**src/hdl/rcfb_pkg.sv**
```systemverilog
package rcfb_pkg;

   localparam int FrameBytes   = 13;
   localparam int CrcSpan      = 11;
   localparam int PayloadBytes = 7;
   localparam int BlockBytes   = 4;
   localparam int CntWidth     = $clog2(FrameBytes);

   localparam logic [7:0]  FrameHeader   = 8'h3E;
   localparam logic [7:0]  BroadcastAddr = 8'hCD;
   localparam logic [7:0]  LenField      = 8'h08;
   localparam logic [15:0] CrcInit       = 16'hFFFF;
   localparam logic [15:0] CrcPoly       = 16'hA001;

   typedef logic [7:0] byte_type;
   typedef byte_type [BlockBytes-1:0] block_type;
   typedef logic [255:0][15:0] crc_table_type;

   // Frame bytes up to the end of the payload, with the CRC run so far.
   typedef struct packed {
      byte_type [CrcSpan-1:0] body;
      logic [15:0]            crc;
   } frame_type;

   function automatic crc_table_type build_crc_table();
      crc_table_type tbl;
      logic [15:0]   c;
      for (int i = 0; i < 256; i++) begin
         c = 16'(i);
         for (int b = 0; b < 8; b++) begin
            if (c[0]) begin
               c = (c >> 1) ^ CrcPoly;
            end else begin
               c = c >> 1;
            end
         end
         tbl[i] = c;
      end
      return tbl;
   endfunction

   localparam crc_table_type CrcTable = build_crc_table();

   // One byte of the reflected CRC, table driven.
   function automatic logic [15:0] crc_byte(input logic [15:0] crc, input byte_type data);
      return {8'h00, crc[15:8]} ^ CrcTable[crc[7:0] ^ data];
   endfunction

endpackage

```
**src/hdl/rcfb_if.sv**
```systemverilog
interface rcfb_req_if;
   logic       valid;
   logic       ready;
   logic [7:0] motor_address;
   logic       broadcast;
   logic [7:0] command;
   logic [55:0] payload;

   modport source (output valid, output motor_address, output broadcast, output command,
                   output payload, input ready);
   modport sink (input valid, input motor_address, input broadcast, input command,
                 input payload, output ready);
endinterface

interface rcfb_rsp_if;
   logic       valid;
   logic       ready;
   logic [7:0] tx_byte;
   logic       frame_end;

   modport source (output valid, output tx_byte, output frame_end, input ready);
   modport sink (input valid, input tx_byte, input frame_end, output ready);
endinterface

```
**src/hdl/rs485_command_frame_builder.sv**
```systemverilog
// Turns each motor command into a 13-byte bus frame: header 0x3E, address (0xCD when
// broadcast is set or the command equals the programmed set-address opcode), length 0x08,
// command, seven payload bytes and the CRC-16/Modbus over the first eleven bytes, low byte
// first; frame_end marks the thirteenth byte. The result channel moves one byte per
// transfer, and the byte serialiser sets the sustained command rate: it takes a new frame
// only as the last byte of the previous one leaves. A command passes three register
// stages (address and first CRC bytes, then two stages of four table-driven CRC bytes
// each) before the serialiser loads it into its shift register. The opcode register
// should only be written while no command is in flight.
module rs485_command_frame_builder (
   input  logic        clock,
   input  logic        reset,
   rcfb_req_if.sink    req_ch,
   rcfb_rsp_if.source  rsp_ch,
   input  logic        csr_wr_en,
   input  logic [7:0]  csr_wr_data
);

   rcfb_pkg::byte_type  csr_opcode_ff;
   logic                s1_valid, s1_ready;
   rcfb_pkg::frame_type s1_data;
   logic                s2_valid, s2_ready;
   rcfb_pkg::frame_type s2_data;
   logic                s3_valid, s3_ready;
   rcfb_pkg::frame_type s3_data;

   always_ff @(posedge clock) begin
      if (reset) begin
         csr_opcode_ff <= '0;
      end else if (csr_wr_en) begin
         csr_opcode_ff <= csr_wr_data;
      end
   end

   rcfb_front u_front (
      .clock     (clock),
      .reset     (reset),
      .req       (req_ch),
      .opcode    (csr_opcode_ff),
      .out_valid (s1_valid),
      .out_ready (s1_ready),
      .out_data  (s1_data)
   );

   rcfb_crc_stage u_crc_a (
      .clock     (clock),
      .reset     (reset),
      .in_valid  (s1_valid),
      .in_ready  (s1_ready),
      .in_data   (s1_data),
      .blk       (s1_data.body[6:3]),
      .out_valid (s2_valid),
      .out_ready (s2_ready),
      .out_data  (s2_data)
   );

   rcfb_crc_stage u_crc_b (
      .clock     (clock),
      .reset     (reset),
      .in_valid  (s2_valid),
      .in_ready  (s2_ready),
      .in_data   (s2_data),
      .blk       (s2_data.body[10:7]),
      .out_valid (s3_valid),
      .out_ready (s3_ready),
      .out_data  (s3_data)
   );

   rcfb_serializer u_ser (
      .clock    (clock),
      .reset    (reset),
      .in_valid (s3_valid),
      .in_ready (s3_ready),
      .in_data  (s3_data),
      .rsp      (rsp_ch)
   );

`ifndef SYNTHESIS
   // A frame never breaks off between bytes.
   a_no_gap: assert property (@(posedge clock) disable iff (reset)
      (rsp_ch.valid && rsp_ch.ready && !rsp_ch.frame_end) |=> rsp_ch.valid)
      else $error("result stream paused inside a frame");

   // The byte after a frame end, if present, opens a new frame.
   a_hdr_after_end: assert property (@(posedge clock) disable iff (reset)
      (rsp_ch.valid && rsp_ch.ready && rsp_ch.frame_end) ##1 rsp_ch.valid
      |-> (rsp_ch.tx_byte == rcfb_pkg::FrameHeader))
      else $error("frame following another does not start with the header");

   // Output starting from idle starts with the header.
   a_hdr_from_idle: assert property (@(posedge clock) disable iff (reset)
      (rsp_ch.valid && !$past(rsp_ch.valid)) |-> (rsp_ch.tx_byte == rcfb_pkg::FrameHeader))
      else $error("frame from idle does not start with the header");
`endif

endmodule

```
**src/hdl/rcfb_front.sv**
```systemverilog
module rcfb_front (
   input  logic                clock,
   input  logic                reset,
   rcfb_req_if.sink            req,
   input  rcfb_pkg::byte_type  opcode,
   output logic                out_valid,
   input  logic                out_ready,
   output rcfb_pkg::frame_type out_data
);

   logic                valid_ff, valid_in;
   rcfb_pkg::frame_type data_ff, data_in;
   rcfb_pkg::byte_type  addr;
   logic [15:0]         crc0, crc1;
   logic                take;

   assign req.ready = !valid_ff || out_ready;
   assign take      = req.valid && req.ready;

   always_comb begin
      addr = (req.broadcast || (req.command == opcode)) ? rcfb_pkg::BroadcastAddr
                                                        : req.motor_address;
      data_in.body[0] = rcfb_pkg::FrameHeader;
      data_in.body[1] = addr;
      data_in.body[2] = rcfb_pkg::LenField;
      data_in.body[3] = req.command;
      for (int i = 0; i < rcfb_pkg::PayloadBytes; i++) begin
         data_in.body[4+i] = req.payload[8*i +: 8];
      end
      // Header, address and length go into the CRC here.
      crc0         = rcfb_pkg::crc_byte(rcfb_pkg::CrcInit, rcfb_pkg::FrameHeader);
      crc1         = rcfb_pkg::crc_byte(crc0, addr);
      data_in.crc  = rcfb_pkg::crc_byte(crc1, rcfb_pkg::LenField);
      valid_in     = req.ready ? req.valid : valid_ff;
   end

   always_ff @(posedge clock) begin
      if (reset) begin
         valid_ff <= 1'b0;
      end else begin
         valid_ff <= valid_in;
      end
   end

   always_ff @(posedge clock) begin
      if (take) begin
         data_ff <= data_in;
      end
   end

   assign out_valid = valid_ff;
   assign out_data  = data_ff;

endmodule

```
**src/hdl/rcfb_crc_stage.sv**
```systemverilog
module rcfb_crc_stage (
   input  logic                clock,
   input  logic                reset,
   input  logic                in_valid,
   output logic                in_ready,
   input  rcfb_pkg::frame_type in_data,
   input  rcfb_pkg::block_type blk,
   output logic                out_valid,
   input  logic                out_ready,
   output rcfb_pkg::frame_type out_data
);

   logic                valid_ff, valid_in;
   rcfb_pkg::frame_type data_ff, data_in;
   logic [15:0]         crc;

   assign in_ready = !valid_ff || out_ready;

   // Four dependent table steps; blk holds the bytes in transmission order.
   always_comb begin
      crc = in_data.crc;
      for (int i = 0; i < rcfb_pkg::BlockBytes; i++) begin
         crc = rcfb_pkg::crc_byte(crc, blk[i]);
      end
      data_in      = in_data;
      data_in.crc  = crc;
      valid_in     = in_ready ? in_valid : valid_ff;
   end

   always_ff @(posedge clock) begin
      if (reset) begin
         valid_ff <= 1'b0;
      end else begin
         valid_ff <= valid_in;
      end
   end

   always_ff @(posedge clock) begin
      if (in_valid && in_ready) begin
         data_ff <= data_in;
      end
   end

   assign out_valid = valid_ff;
   assign out_data  = data_ff;

endmodule

```
**src/hdl/rcfb_serializer.sv**
```systemverilog
module rcfb_serializer (
   input  logic                clock,
   input  logic                reset,
   input  logic                in_valid,
   output logic                in_ready,
   input  rcfb_pkg::frame_type in_data,
   rcfb_rsp_if.source          rsp
);

   logic                                           busy_ff, busy_in;
   logic [rcfb_pkg::CntWidth-1:0]                  cnt_ff, cnt_in;
   rcfb_pkg::byte_type [rcfb_pkg::FrameBytes-1:0]  sh_ff, sh_in;
   logic                                           last;
   logic                                           load;

   assign last     = (cnt_ff == rcfb_pkg::CntWidth'(rcfb_pkg::FrameBytes - 1));
   assign in_ready = !busy_ff || (rsp.ready && last);
   assign load     = in_valid && in_ready;

   always_comb begin
      busy_in = busy_ff;
      cnt_in  = cnt_ff;
      sh_in   = sh_ff;
      if (busy_ff && rsp.ready) begin
         if (last) begin
            busy_in = 1'b0;
         end else begin
            cnt_in = cnt_ff + 1'b1;
         end
         for (int i = 0; i < rcfb_pkg::FrameBytes - 1; i++) begin
            sh_in[i] = sh_ff[i+1];
         end
      end
      // A new frame loads straight behind the last byte of the previous one.
      if (load) begin
         busy_in = 1'b1;
         cnt_in  = '0;
         for (int i = 0; i < rcfb_pkg::CrcSpan; i++) begin
            sh_in[i] = in_data.body[i];
         end
         sh_in[rcfb_pkg::CrcSpan]     = in_data.crc[7:0];
         sh_in[rcfb_pkg::CrcSpan + 1] = in_data.crc[15:8];
      end
   end

   always_ff @(posedge clock) begin
      if (reset) begin
         busy_ff <= 1'b0;
         cnt_ff  <= '0;
      end else begin
         busy_ff <= busy_in;
         cnt_ff  <= cnt_in;
      end
   end

   always_ff @(posedge clock) begin
      sh_ff <= sh_in;
   end

   assign rsp.valid     = busy_ff;
   assign rsp.tx_byte   = sh_ff[0];
   assign rsp.frame_end = busy_ff && last;

endmodule

```
**src/flat_wrapper.sv**
```systemverilog
// flat-port wrapper written by rule: the top's interface ports become plain ports
module rs485_command_frame_builder_flat 
  (clock, reset, csr_wr_en, csr_wr_data, req_ch_valid, req_ch_motor_address, req_ch_broadcast, req_ch_command, req_ch_payload, req_ch_ready, rsp_ch_valid, rsp_ch_tx_byte, rsp_ch_frame_end, rsp_ch_ready);
  rcfb_req_if req_ch_i ();
  rcfb_rsp_if rsp_ch_i ();
  input  logic clock;
  input  logic reset;
  input  logic csr_wr_en;
  input  logic [7:0] csr_wr_data;
  input wire logic [$bits(req_ch_i.valid)-1:0] req_ch_valid;
  input wire logic [$bits(req_ch_i.motor_address)-1:0] req_ch_motor_address;
  input wire logic [$bits(req_ch_i.broadcast)-1:0] req_ch_broadcast;
  input wire logic [$bits(req_ch_i.command)-1:0] req_ch_command;
  input wire logic [$bits(req_ch_i.payload)-1:0] req_ch_payload;
  output wire logic [$bits(req_ch_i.ready)-1:0] req_ch_ready;
  output wire logic [$bits(rsp_ch_i.valid)-1:0] rsp_ch_valid;
  output wire logic [$bits(rsp_ch_i.tx_byte)-1:0] rsp_ch_tx_byte;
  output wire logic [$bits(rsp_ch_i.frame_end)-1:0] rsp_ch_frame_end;
  input wire logic [$bits(rsp_ch_i.ready)-1:0] rsp_ch_ready;
  assign req_ch_i.valid = req_ch_valid;
  assign req_ch_i.motor_address = req_ch_motor_address;
  assign req_ch_i.broadcast = req_ch_broadcast;
  assign req_ch_i.command = req_ch_command;
  assign req_ch_i.payload = req_ch_payload;
  assign req_ch_ready = req_ch_i.ready;
  assign rsp_ch_valid = rsp_ch_i.valid;
  assign rsp_ch_tx_byte = rsp_ch_i.tx_byte;
  assign rsp_ch_frame_end = rsp_ch_i.frame_end;
  assign rsp_ch_i.ready = rsp_ch_ready;
  rs485_command_frame_builder u_core (.clock(clock), .reset(reset), .req_ch(req_ch_i), .rsp_ch(rsp_ch_i), .csr_wr_en(csr_wr_en), .csr_wr_data(csr_wr_data));
endmodule
```
**config.mk**
```make
export PLATFORM = sky130hd
export DESIGN_NAME = rs485_command_frame_builder_flat
export DESIGN_NICKNAME = d
export VERILOG_FILES = /design/src/hdl/rcfb_pkg.sv /design/src/hdl/rcfb_if.sv /design/src/hdl/rs485_command_frame_builder.sv /design/src/hdl/rcfb_front.sv /design/src/hdl/rcfb_crc_stage.sv /design/src/hdl/rcfb_serializer.sv /design/src/flat_wrapper.sv
export SDC_FILE = /design/constraint.sdc
export NUM_CORES = 1
export LEC_CHECK = 0
export BUFFER_PORTS_ARGS = -buffer_cell sky130_fd_sc_hd__buf_2
export CAP_MARGIN = 0
export CORE_UTILIZATION = 42
export DETAILED_ROUTE_END_ITERATION = 6
export PLACE_DENSITY_LB_ADDON = 0.15
export SKIP_CTS_REPAIR_TIMING = 1
export SLEW_MARGIN = 10
export SYNTH_ARGS = -nofsm -noshare
export SYNTH_HDL_FRONTEND = slang
export SYNTH_SLANG_ARGS = --single-unit
```
**constraint.sdc**
```tcl
create_clock -name clock -period 8.4 [get_ports clock]
set_input_delay 0.84 -clock clock [delete_from_list [all_inputs] [get_ports clock]]
set_output_delay 0.84 -clock clock [all_outputs]
set_load 0.005 [all_outputs]
```
==> impl_summary.md, run 1 <==
Run status
The flow ran to the end, and the final reports show no timing, DRC or antenna violations.

Finish
The area added between synthesis and finish is 16.28%. 0 antenna diodes ended up in the layout. Summing all non-filler instances in the final layout gives an area of 0.01693 mm^2. In the final design database the tool counted 944 nets.

The total of fill cells in the finished design is 2,758. The post-route netlist has 29.30% of its cells at a drive strength greater than 1.

Drt
The number of DRC violations after detailed-routing iteration 0 is 367. The count of nets left with antenna violations once routing finished came out at 0. The average wire per standard cell is 19.40 um. The length of the first detailed-routing pass in iterations is 4.

The via-per-instance ratio is 4.742. After detailed routing, the number of remaining DRC violations is 0. For this block, the via count after detailed routing is 6,316. Wires add up to 25,840 um.

Setup path
The required time reported for the critical path endpoint is 8.56 ns. STA classifies the critical path endpoint as a flip-flop. The endpoint identified for the worst register-to-register timing path is u_core.u_crc_a.out_data[47].

The start-to-end type of the worst setup path is flip-flop to flip-flop. The worst setup path is launched from a flip-flop. Data arrives at the worst endpoint at 3.39 ns. The critical path starts at u_core.u_ser.cnt_ff[0].

On the worst path, the slowest cell contributes a delay of 0.79 ns. The critical-path maximum fanout is 56. The signal on the critical path passes through inv_1 -> ha_1 -> nand4_1 -> nand3_1 -> nor2_1 -> nor2b_4 -> buf_4. The slowest stage of the critical path belongs to the cell sky130_fd_sc_hd__nor2b_4. The register-to-register path setup slack is 5.17 ns. The depth of the worst register-to-register path is 7. In this run the critical register-to-register path is launched from u_core.u_ser.cnt_ff[0].

Global routing
The via count of the first global-routing pass is 6,810. The final global-route overflow total is 0. The first global-routing pass estimated 40,040 um of wire. For this run, the total global-route usage over all layers was measured as 15.04%. The initial antenna violation count is 0.

Entering global routing, the biggest net connects 82 pins.

Die
The horizontal die dimension is 188.2 um. The starting density of the core is 43.08%. In this run the core area contains 67 standard-cell rows. The die boundary height is 188.2 um.

The total area inside the core boundary comes to 0.03378 mm^2. The area of the die is 0.03540 mm^2. The I/O pin count is 97.

Logic synthesis
The number of nets in the synthesized netlist is 822. After synthesis, the most frequently instantiated cells are sky130_fd_sc_hd__edfxtp_1, sky130_fd_sc_hd__xnor2_1, sky130_fd_sc_hd__mux2_2. The synthesized design contains 377 register bits.

The most common cell in the synthesized netlist is sky130_fd_sc_hd__edfxtp_1. The mean area per synthesized cell is 19.83 um^2. The share of Yosys cell area claimed by the top area cell type is 74.48%. Measured against the total synthesized area, the mux share comes to 6.808%. The cell type contributing the most total cell area after synthesis is sky130_fd_sc_hd__edfxtp_1. The xor and xnor fraction of the mapped netlist area is 12.88%.

Of the total synthesized cell area, the portion taken by full adders, half adders and majority gates is 0.1719%. For this run, the leading register cell type out of synthesis is sky130_fd_sc_hd__edfxtp_1. By area, the combinational part of the netlist is dominated by XOR/XNOR gates. The area of the mapped netlist is 0.01456 mm^2.

The number of synthesized flops with an enable pin is 361. In this run, distinct cell masters in the synthesized netlist total 34. The synthesized netlist devotes 0.3267% of its cell area to compound gates. The fraction of the yosys area taken by sequential cells is 76.68%. By area the synthesized netlist is led by sky130_fd_sc_hd__edfxtp_1, sky130_fd_sc_hd__xnor2_1, sky130_fd_sc_hd__mux2_2. Of the total synthesized cell area, the portion taken by AND, OR, NAND and NOR gates is 2.132%. The share of flip-flops with an asynchronous set or reset after synthesis is 0%. The number of warnings issued by yosys is 0. The synthesized instance count is 734.

Timing
The number of pins with negative max-slew slack in the final report is 0. The share of the clock period used by the worst path is 38.45%. Timing would allow up to 309.6 MHz. The worst relative slew slack is 23.95%.

At the pin with the least slew margin, the transition time is 1.141 ns. The total negative slack for setup checks is 0 ns. The worst-case clock skew is 0.01320 ns. Setup violations remaining at the end of the flow were counted as 0.

The smallest clock period supported by the final layout is computed as 3.230 ns. Setup repair after global routing left no endpoint under its margin. The hold violation count in the final report is 0.

Clocking
The clock reaches the later pin of the worst-skew pair after 0.54 ns. The clock slew seen by the registers of the worst setup and hold paths is 0.06 ns. TritonCTS built the clock tree.

The root cell of the clock tree is sky130_fd_sc_hd__clkbuf_16. The clock tree synthesis step divided the H-tree into 2 levels. The longest clock path from root to sink contains 3 buffers. The CTS buffer count is 41. The number of clock sinks is 377.

Power
The leakage power is 5.889 nW. The peak supply drop is 0.1844 mV. For this design the ratio of total power to cell area is 292.6 mW/mm^2.

Hold path
The path with the worst hold slack has its endpoint at u_core.u_crc_a.out_data[31]. The path class of the tightest hold or removal check is flip-flop to flip-flop. The count of cells along the worst hold path is 0.

The source of the worst hold timing path is u_core.u_front.out_data[31].

Placed design
Routability-driven placement finished with a final weighted congestion of 0.7956. In this run the cell area measured after placement is 0.01558 mm^2. The HPWL after detailed placement is 16,870 um. The number of I/O port buffers is 96.

Flow run
The tool flagged a number of max-cap violations equal to 0.
==> layout make-up <==
type	instances	area, um^2	share of cell area (%)
Inverter	8	30.03	0.1774
Clock buffer	52	1140	6.735
Sequential cell	377	11160	65.94
Tap cell	448	560.5	3.312
Multi-Input combinational cell	326	3304	19.52
Timing Repair Buffer	102	525.5	3.105
Clock inverter	19	203.9	1.205
==> how the worst max path moves through the flow <==
| stage | to | depth (start not counted) |
|---|---|---|
| detailed placement | u_core.u_crc_a.out_data[88] | 6 |
| floorplan | u_core.u_ser.rsp.tx_byte[0] | 2 |
| finish | u_core.u_crc_a.out_data[47] | 7 |
| global placement | u_core.u_crc_a.out_data[72] | 6 |
| CTS | u_core.u_crc_a.out_data[24] | 7 |
| global route | u_core.u_crc_a.out_data[47] | 7 |
==> cells by family after synthesis <==
kind of cell | Yosys count
fa+ha+maj | 2
simple gates | 59
mux | 89
buf+inv | 31
xor+xnor | 167
flops | 377
compound gates | 9
==> where the power goes <==
group / internal [mW] / switching (mW)
Sequential: 2.25 / 0.0553
Clock: 1.08 / 0.703
Combinational: 0.495 / 0.366
Total: 3.83 / 1.12
==> critical path: cells and delay by family, from the launching register on <==
kind	cells	cell delay, ns
and+or+nand+nor	4	1.47
DFF	1	0.34
adders and majority gates	1	0.18
buffers and inverters	2	0.83
==> metrics by stage <==
| stage | setup WS (ns) | hold slack [ns] | util [%] | power [mW] | cells |
|---|---|---|---|---|---|
| finish | 5.170 | 0.4157 | 50.10 | 4.952 | 1332 |
| detailed placement | 4.760 | 0.4045 | 46.12 | 3.219 | 1261 |
| CTS | 5.107 | 0.4177 | 50.10 | 5.022 | 1332 |
| floorplan | 0.5903 | 0.4003 | - | 3.021 | 734 |
| global route | 4.869 | 0.4216 | 50.10 | 5.137 | 1332 |
| global placement | 4.884 | 0.4023 | 46.12 | 3.213 | 1261 |
==> registers in the layout, indices dropped and copies added, names as in the netlist <==
name,flops
u_core.u_front.out_data,81
u_core.u_ser.sh_ff,96
u_core.u_crc_b.out_data,88
u_core.u_front.out_valid,1
u_core.u_ser.rsp.tx_byte,8
u_core.u_crc_a.out_valid,1
u_core.u_crc_a.out_data,88
u_core.csr_opcode_ff,8
u_core.u_ser.rsp.valid,1
u_core.u_ser.cnt_ff,4
u_core.u_crc_b.out_valid,1
==> placed cells by master, fill, tap and decap left out, drive strengths merged, types with 10 or more instances in the layout <==
cell / n
xor2: 32
dfxtp: 16
inv: 10
clkinv: 11
mux2: 80
edfxtp: 361
clkbuf: 52
xnor2: 109
xnor3: 19
buf: 102
nor2b: 11
nor2: 17
==> metal layers <==
metal	share of wire [%]	up-vias	GRT usage [%]
li1	-	2959	-
met5	0	-	0
met2	46	127	23.09
met4	1.8	0	4.628
met3	4.5	35	3.013
met1	48	3195	21.59
Power figures use the tool's default switching activity.
==> inputs of run 2 (changes only) <==
clock period = 3.05 ns   (was 8.4 ns; I/O delays follow)
==> impl_summary.md, run 2 (synthesized netlist as in run 1, its figures left out) <==
Run status
The flow ran to the end, and the final reports show no timing, DRC or antenna violations.

Clocking
The insertion delay of the later-clocked pin in the worst-skew pair is 0.55 ns. The clock slew seen by the registers of the worst setup and hold paths is 0.06 ns. The deepest level of the CTS H-tree is 2. The clock tree from TritonCTS is yes. Counting every sink on the clock net gives 377. The longest clock path from root to sink contains 3 buffers.

CTS placed an instance of sky130_fd_sc_hd__clkbuf_16 at the clock tree root. The CTS buffer count is 40.

Die
The starting density of the core is 43.08%. The die is 188.2 um wide. The placeable core region is 0.03378 mm^2. The die boundary height is 188.2 um. In this run the core area contains 67 standard-cell rows. The area of the die is 0.03540 mm^2.

Pin placement for this block handled 97 I/O pins.

Drt
The average wire per standard cell is 18.83 um. The count of nets left with antenna violations once routing finished came out at 0. Wires add up to 26,490 um.

For this block, the initial DRC count from the detailed router was 385. The routed via count is 6,581. In the routed design, unresolved DRC markers number 0. After detailed routing, the number of vias per cell comes to 4.677. Before antenna repair, the detailed router went through 4 iterations.

Global routing
Summed over all layers, the global routing overflow is 0. The largest net degree at the start of global routing is 85. The initial antenna violation count is 0. The first-pass GRT wire length is 39,900 um. The via count of the first global-routing pass was 6,727. Global routing used 15.16% of the available tracks.

Timing
The hold violation count in the final report is 0. The worst-case clock skew is 0.02011 ns. The worst pin sits at a relative slew slack of 38.89%. The pin slew with the least headroom to its limit is 0.9166 ns. The final hold slack is 0.01609 ns. Setup repair after global routing left no endpoint under its margin.

The final-report setup violation count is 0. The number of pins with negative max-slew slack in the final report is 0. For the finished layout, the period the worst path requires is 2.549 ns. Derived from the worst setup path, the maximum achievable clock frequency is 392.2 MHz. The worst path uses 83.59% of the clock period.

Finish
The repair_antennas step left the layout with diodes totalling 0. The cell area after layout is 0.01771 mm^2. The post-route netlist has 27.95% of its cells at a drive strength greater than 1. The top cell types in the final layout, fill and taps aside, are sky130_fd_sc_hd__edfxtp_1, sky130_fd_sc_hd__xnor2_1, sky130_fd_sc_hd__buf_2. Leaving out fill and tap cells, the most frequent cell in the layout is sky130_fd_sc_hd__edfxtp_1. The non-filler instance count after layout is 1,407. The register containing the most flip-flops in the final layout is u_core.u_ser.sh_ff.

The register with the most flip-flops in the layout has 96 of them. The area added between synthesis and finish is 21.69%. After the last flow step, the layout net total stands at 1,016.

Flow run
Across the run, the number of max-cap violations was 0.

Power
The power per cell area is 770.1 mW/mm^2. Across the VDD grid, the largest voltage drop is 0.5186 mV. In this run the static leakage power is 6.222 nW.

Placed design
The placement-stage cell area is 0.01573 mm^2. The HPWL after detailed placement is 17,090 um. The number of placed cells counting well taps is 1,269.

The number of I/O port buffers is 96. The weighted congestion reported at the end of routability-driven placement is 0.7887.

Hold path
In this run the worst hold path is classified as input port to flip-flop.

Setup path
STA classifies the critical path startpoint as a flip-flop. The required time reported for the critical path endpoint is 3.24 ns. The start-to-end type of the worst setup path is flip-flop to flip-flop.

Data arrives at the worst endpoint at 2.74 ns. The critical-path maximum fanout is 59. The worst setup path is captured at a flip-flop.
[run 2: changes by cell type in the layout (fill, tap and decap cells not counted)]
cell | before | now
sky130_fd_sc_hd__dlygate4sd3_1 | 0 | 65
sky130_fd_sc_hd__buf_12 | 0 | 7
sky130_fd_sc_hd__clkinv_2 | 4 | 9
sky130_fd_sc_hd__clkbuf_1 | 6 | 10
sky130_fd_sc_hd__clkbuf_8 | 3 | 0
sky130_fd_sc_hd__clkinv_1 | 6 | 3
sky130_fd_sc_hd__bufinv_16 | 4 | 6
sky130_fd_sc_hd__clkbuf_16 | 43 | 41
sky130_fd_sc_hd__buf_4 | 6 | 7
sky130_fd_sc_hd__clkinv_4 | 1 | 0
[run 2: worst paths after layout]
path | startpoint | slack [ns] | depth (start not counted) | endpoint
hold reg to reg | u_core.u_front.out_data[73] | 0.41 | 0 | u_core.u_crc_a.out_data[73]
setup / recovery | u_core.u_ser.cnt_ff[0] | 0.50 | 7 | u_core.u_crc_a.out_data[27]
setup reg to reg | u_core.u_ser.cnt_ff[0] | 0.50 | 7 | u_core.u_crc_a.out_data[27]
hold / removal | csr_wr_data[1] | 0.02 | 3 | u_core.csr_opcode_ff[1]
[run 2: worst max-delay path, cell delays in order, from the launching register on]
cell and delay, ns:
sky130_fd_sc_hd__dfxtp_1 0.35, sky130_fd_sc_hd__inv_1 0.07, sky130_fd_sc_hd__ha_1 0.19, sky130_fd_sc_hd__nand4_1 0.13
sky130_fd_sc_hd__nand3_1 0.13, sky130_fd_sc_hd__nor2_1 0.13, sky130_fd_sc_hd__nor2b_4 0.73, sky130_fd_sc_hd__buf_12 0.37
[run 2: routing by layer]
metal	share of wire (%)	global-route usage [%]	vias to the layer above
met2	46	22.82	133
met3	4.3	3.388	32
li1	-	-	3121
met4	1.9	4.378	0
met1	48	22.06	3295
met5	0	0	-
[run 2: layout make-up]
cell class              instances  area, um^2
clock buffers                  51        1064
clock inverters                22       269.0
fillers                      2678       16070
inverters                       8       30.03
multi-input cells             326        3304
flip-flops and latches        377       11160
well taps                     448       560.5
repair buffers                175        1324
[run 2: report_power, final]
group	internal (mW)	switching, mW
Combinational	1.43	0.934
Sequential	6.20	0.160
Clock	2.98	1.94
[run 2: per-stage QoR]
stage	worst slack [ns]	utilization, %	power, mW	setup TNS, ns
after floorplan	-0.6328	-	8.297	-51.26
after global placement	0.5533	46.56	8.731	0
after detailed placement	0.4772	46.56	8.780	0
after CTS	0.4553	50.50	13.73	0
after global routing	0.3168	52.43	14.14	0
final	0.5005	52.43	13.64	0
==> inputs of run 3 (changes only) <==
ABC_AREA = 1   (was not set)
clock period = 2.4 ns   (was 3.05 ns; I/O delays follow)
==> impl_summary.md, run 3 <==
Clocking
The number of buffers on the longest clock path is 3. The deepest level of the CTS H-tree is 2. Clock tree synthesis selected as its root buffer the cell sky130_fd_sc_hd__clkbuf_16. Buffers inserted during clock tree synthesis total 40. The clock drives 377 sinks. The insertion delay of the later-clocked pin in the worst-skew pair is 0.55 ns. The clock tree from TritonCTS is yes.

Clock-pin slew was measured on the worst setup and hold paths at 0.06 ns.

Setup path
The sum of buffers and inverters on the critical path is 3. In this design, the stage delay of the slowest critical-path cell is 0.42 ns. The worst path arrival time is 2.69 ns. The worst setup path is captured at a flip-flop. In this run the critical register-to-register path is captured at u_core.u_crc_a.out_data[0]. The depth of the worst register-to-register path is 18. STA puts the critical path data required time at 2.71 ns. Walking the worst path, the cells encountered are buf_6 -> xnor2_4 -> nand2_2 -> nand2_4 -> nand2_4 -> nand2_4 -> xor2_2 -> nand3_1 -> nand2_2 -> inv_2 -> nand2_1 -> nand2_2 -> inv_2 -> nand2_4 -> nand2_4 -> nand2_1 -> nand3_1 -> nand2_1.

The critical-path maximum fanout is 5. The most frequent cell on the critical path is sky130_fd_sc_hd__nand2_4. The slowest stage of the critical path belongs to the cell sky130_fd_sc_hd__edfxtp_1. The critical path is of the flip-flop to flip-flop type.

The launching element type of the critical path is a flip-flop. The worst register-to-register path begins at u_core.u_front.out_data[0]. Counting buffers and inverters, the worst setup path is 18 cells deep. For flop-to-flop paths, the worst setup slack is 0.01 ns. In this design, the largest share of critical-path delay is due to simple AND/OR/NAND/NOR gates.

Power
The leakage power is 8.455 nW. The power per cell area is 853.4 mW/mm^2. The peak supply drop is 0.5390 mV.

Timing
The worst relative slew slack is 47.01%. Setup slack closes at 0.01335 ns. Derived from the worst setup path, the maximum achievable clock frequency is 419.0 MHz. The clock period minus final worst setup slack is 2.387 ns. Clock skew on the completed layout was measured at 0.01108 ns.

Hold is met by 0.009280 ns. The number of pins with negative max-slew slack in the final report is 0. The final-report setup violation count is 0. The hold violation count in the final report is 0.

Setup repair after global routing could not meet its margin everywhere. Of the available clock period, the critical path in the final layout requires 99.44%. The total negative slack for setup checks is 0 ns. At the pin with the least slew margin, the transition time is 0.7930 ns.

Logic synthesis
The share of flip-flops with an asynchronous set or reset after synthesis is 0%. After synthesis, the most frequently instantiated cells are sky130_fd_sc_hd__nand2_1, sky130_fd_sc_hd__edfxtp_1, sky130_fd_sc_hd__inv_1. Counting flops with a built-in enable in the synthesized netlist gives 361. The fraction of the yosys area taken by sequential cells is 71.27%. Ranked by total cell area, the synthesized netlist is headed by sky130_fd_sc_hd__edfxtp_1, sky130_fd_sc_hd__nand2_1, sky130_fd_sc_hd__inv_1. Counting flops and latches in the post-synthesis netlist gives 377. The number of nets in the synthesized netlist is 1,483. The cell with the most instances after synthesis is sky130_fd_sc_hd__nand2_1. The predominant post-synthesis flop cell is sky130_fd_sc_hd__edfxtp_1. The number of different library cells used by synthesis comes to 25. In this run the mean area of a mapped cell was 11.22 um^2. The synthesized instance count is 1,395. For this run, the number of Yosys warnings is 0. The synthesized netlist occupies a cell area of 0.01566 mm^2. The share of Yosys cell area claimed by the top area cell type is 69.23%. The synthesized design spends more area on one cell type than any other, namely sky130_fd_sc_hd__edfxtp_1.

Die
The die is 195.1 um wide. The row count is 70. The floorplan step defined a die boundary enclosing 0.03806 mm^2. The die boundary height is 195.1 um. The placeable core region is 0.03661 mm^2. Once the floorplan was initialized, standard cells occupied 42.77% of the core. In this run the count of I/O pins placed on the die edge is 97.

Finish
The non-filler instance count after layout is 2,176. The cell area after layout is 0.02009 mm^2. The repair_antennas step left the layout with diodes totalling 0. The register with the most flip-flops in the layout has 96 of them. The area added between synthesis and finish is 28.29%.

Ranked by flip-flop count, first place goes to u_core.u_ser.sh_ff. At the end of the flow, the number of nets in the layout was 1,767. The library cell used most frequently in the layout, excluding fill and tap cells, is sky130_fd_sc_hd__nand2_1. The share of layout cells above drive strength 1 is 26.11%. In the layout the commonest cells are sky130_fd_sc_hd__nand2_1, sky130_fd_sc_hd__edfxtp_1, sky130_fd_sc_hd__inv_1.

Global routing
The total global routing track utilization is 17.35%. The via count of the first global-routing pass is 9,325. Global routing finished with a remaining overflow of 0. Entering global routing, the biggest net connects 105 pins. The first global-routing pass estimated 50,370 um of wire. The initial antenna violation count is 3.

Drt
In the routed design, unresolved DRC markers number 0. The count of nets left with antenna violations once routing finished came out at 0. After detailed routing, the average wire length per cell comes to 15.52 um. The routed design has 33,770 um of wire. The number of DRC violations after detailed-routing iteration 0 is 641. The pre-antenna-repair detailed-routing pass consisted of 5 iterations. The via-per-instance ratio is 4.679.

The routed via count is 10,180.

Hold path
The source of the worst hold timing path is req_ch_motor_address[0]. The classification of the worst-slack hold path is input port to flip-flop. For hold timing, the worst endpoint is u_core.u_front.out_data[24]. The count of cells along the worst hold path is 3.

Placed design
The number of I/O port buffers is 96. Summing all placed instances gives a cell area of 0.01722 mm^2. The weighted congestion reported at the end of routability-driven placement is 0.8246. The pre-CTS worst setup slack is -0.1121 ns. The HPWL after detailed placement is 22,420 um. After detailed placement, the design holds a cell count of 1,992.

Flow run
The max-cap violation count is 0.

Run status
The run finished with clean final reports.
[run 3: worst reg2reg max path, stage by stage (launching register included)]
cell                       delay (ns)
sky130_fd_sc_hd__edfxtp_1        0.42
sky130_fd_sc_hd__buf_6           0.15
sky130_fd_sc_hd__xnor2_4         0.18
sky130_fd_sc_hd__nand2_2         0.13
sky130_fd_sc_hd__nand2_4         0.13
sky130_fd_sc_hd__nand2_4         0.06
sky130_fd_sc_hd__nand2_4         0.09
sky130_fd_sc_hd__xor2_2          0.18
sky130_fd_sc_hd__nand3_1         0.11
sky130_fd_sc_hd__nand2_2         0.10
sky130_fd_sc_hd__inv_2           0.03
sky130_fd_sc_hd__nand2_1         0.06
sky130_fd_sc_hd__nand2_2         0.08
sky130_fd_sc_hd__inv_2           0.08
sky130_fd_sc_hd__nand2_4         0.07
sky130_fd_sc_hd__nand2_4         0.08
sky130_fd_sc_hd__nand2_1         0.06
sky130_fd_sc_hd__nand3_1         0.08
sky130_fd_sc_hd__nand2_1         0.06
[run 3: how the worst max path moves through the flow]
stage,start,to,slack [ns]
finish,u_core.u_front.out_data[0],u_core.u_crc_a.out_data[0],0.01
CTS,u_core.u_front.out_data[48],u_core.u_crc_a.out_data[0],-0.12
global route,u_core.u_crc_a.out_data[76],u_core.u_crc_b.out_data[0],-0.15
floorplan,u_core.u_ser.cnt_ff[0],u_core.u_crc_a.out_data[0],-0.46
global placement,u_core.u_front.out_data[48],u_core.u_crc_a.out_data[0],-0.04
detailed placement,u_core.u_front.out_data[48],u_core.u_crc_a.out_data[0],-0.11
[run 3: metrics by stage]
step	total power, mW	utilization (%)
6_report	17.14	54.87
3_3_place_gp	10.60	47.02
2_1_floorplan	9.706	-
5_1_grt	17.95	54.87
4_1_cts	16.42	50.33
3_5_place_dp	10.65	47.02
[run 3: power breakdown]
group	internal [mW]	total [mW]	leakage (nW)	switching, mW
registers	7.70	7.90	3.51	0.192
clock network	3.32	5.75	0.598	2.43
logic	1.46	3.50	4.35	2.03
total	12.5	17.1	8.45	4.65
[run 3: cell families after synthesis]
kind of cell	count (synthesis)	synth area share, %
buf+inv	162	4.075
simple gates	751	19.13
xor+xnor	80	4.618
fa+ha+maj	2	0.1598
flops	377	71.27
compound gates	23	0.7431
[run 3: layout make-up]
class	instances	area, um^2
fillers	3120	16520
clock buffers	55	1100
repair buffers	268	2077
inverters	136	518.0
well taps	468	585.6
multi-input cells	856	4531
clock inverters	16	111.4
flip-flops and latches	377	11170
[run 3: layer usage]
layer	vias to the layer above	track usage (%)	routed length, um
met5	-	0	0
met4	0	5.366	930
met3	60	2.953	1321
met2	190	26.94	15530
met1	4819	24.93	15980
li1	5112	-	-
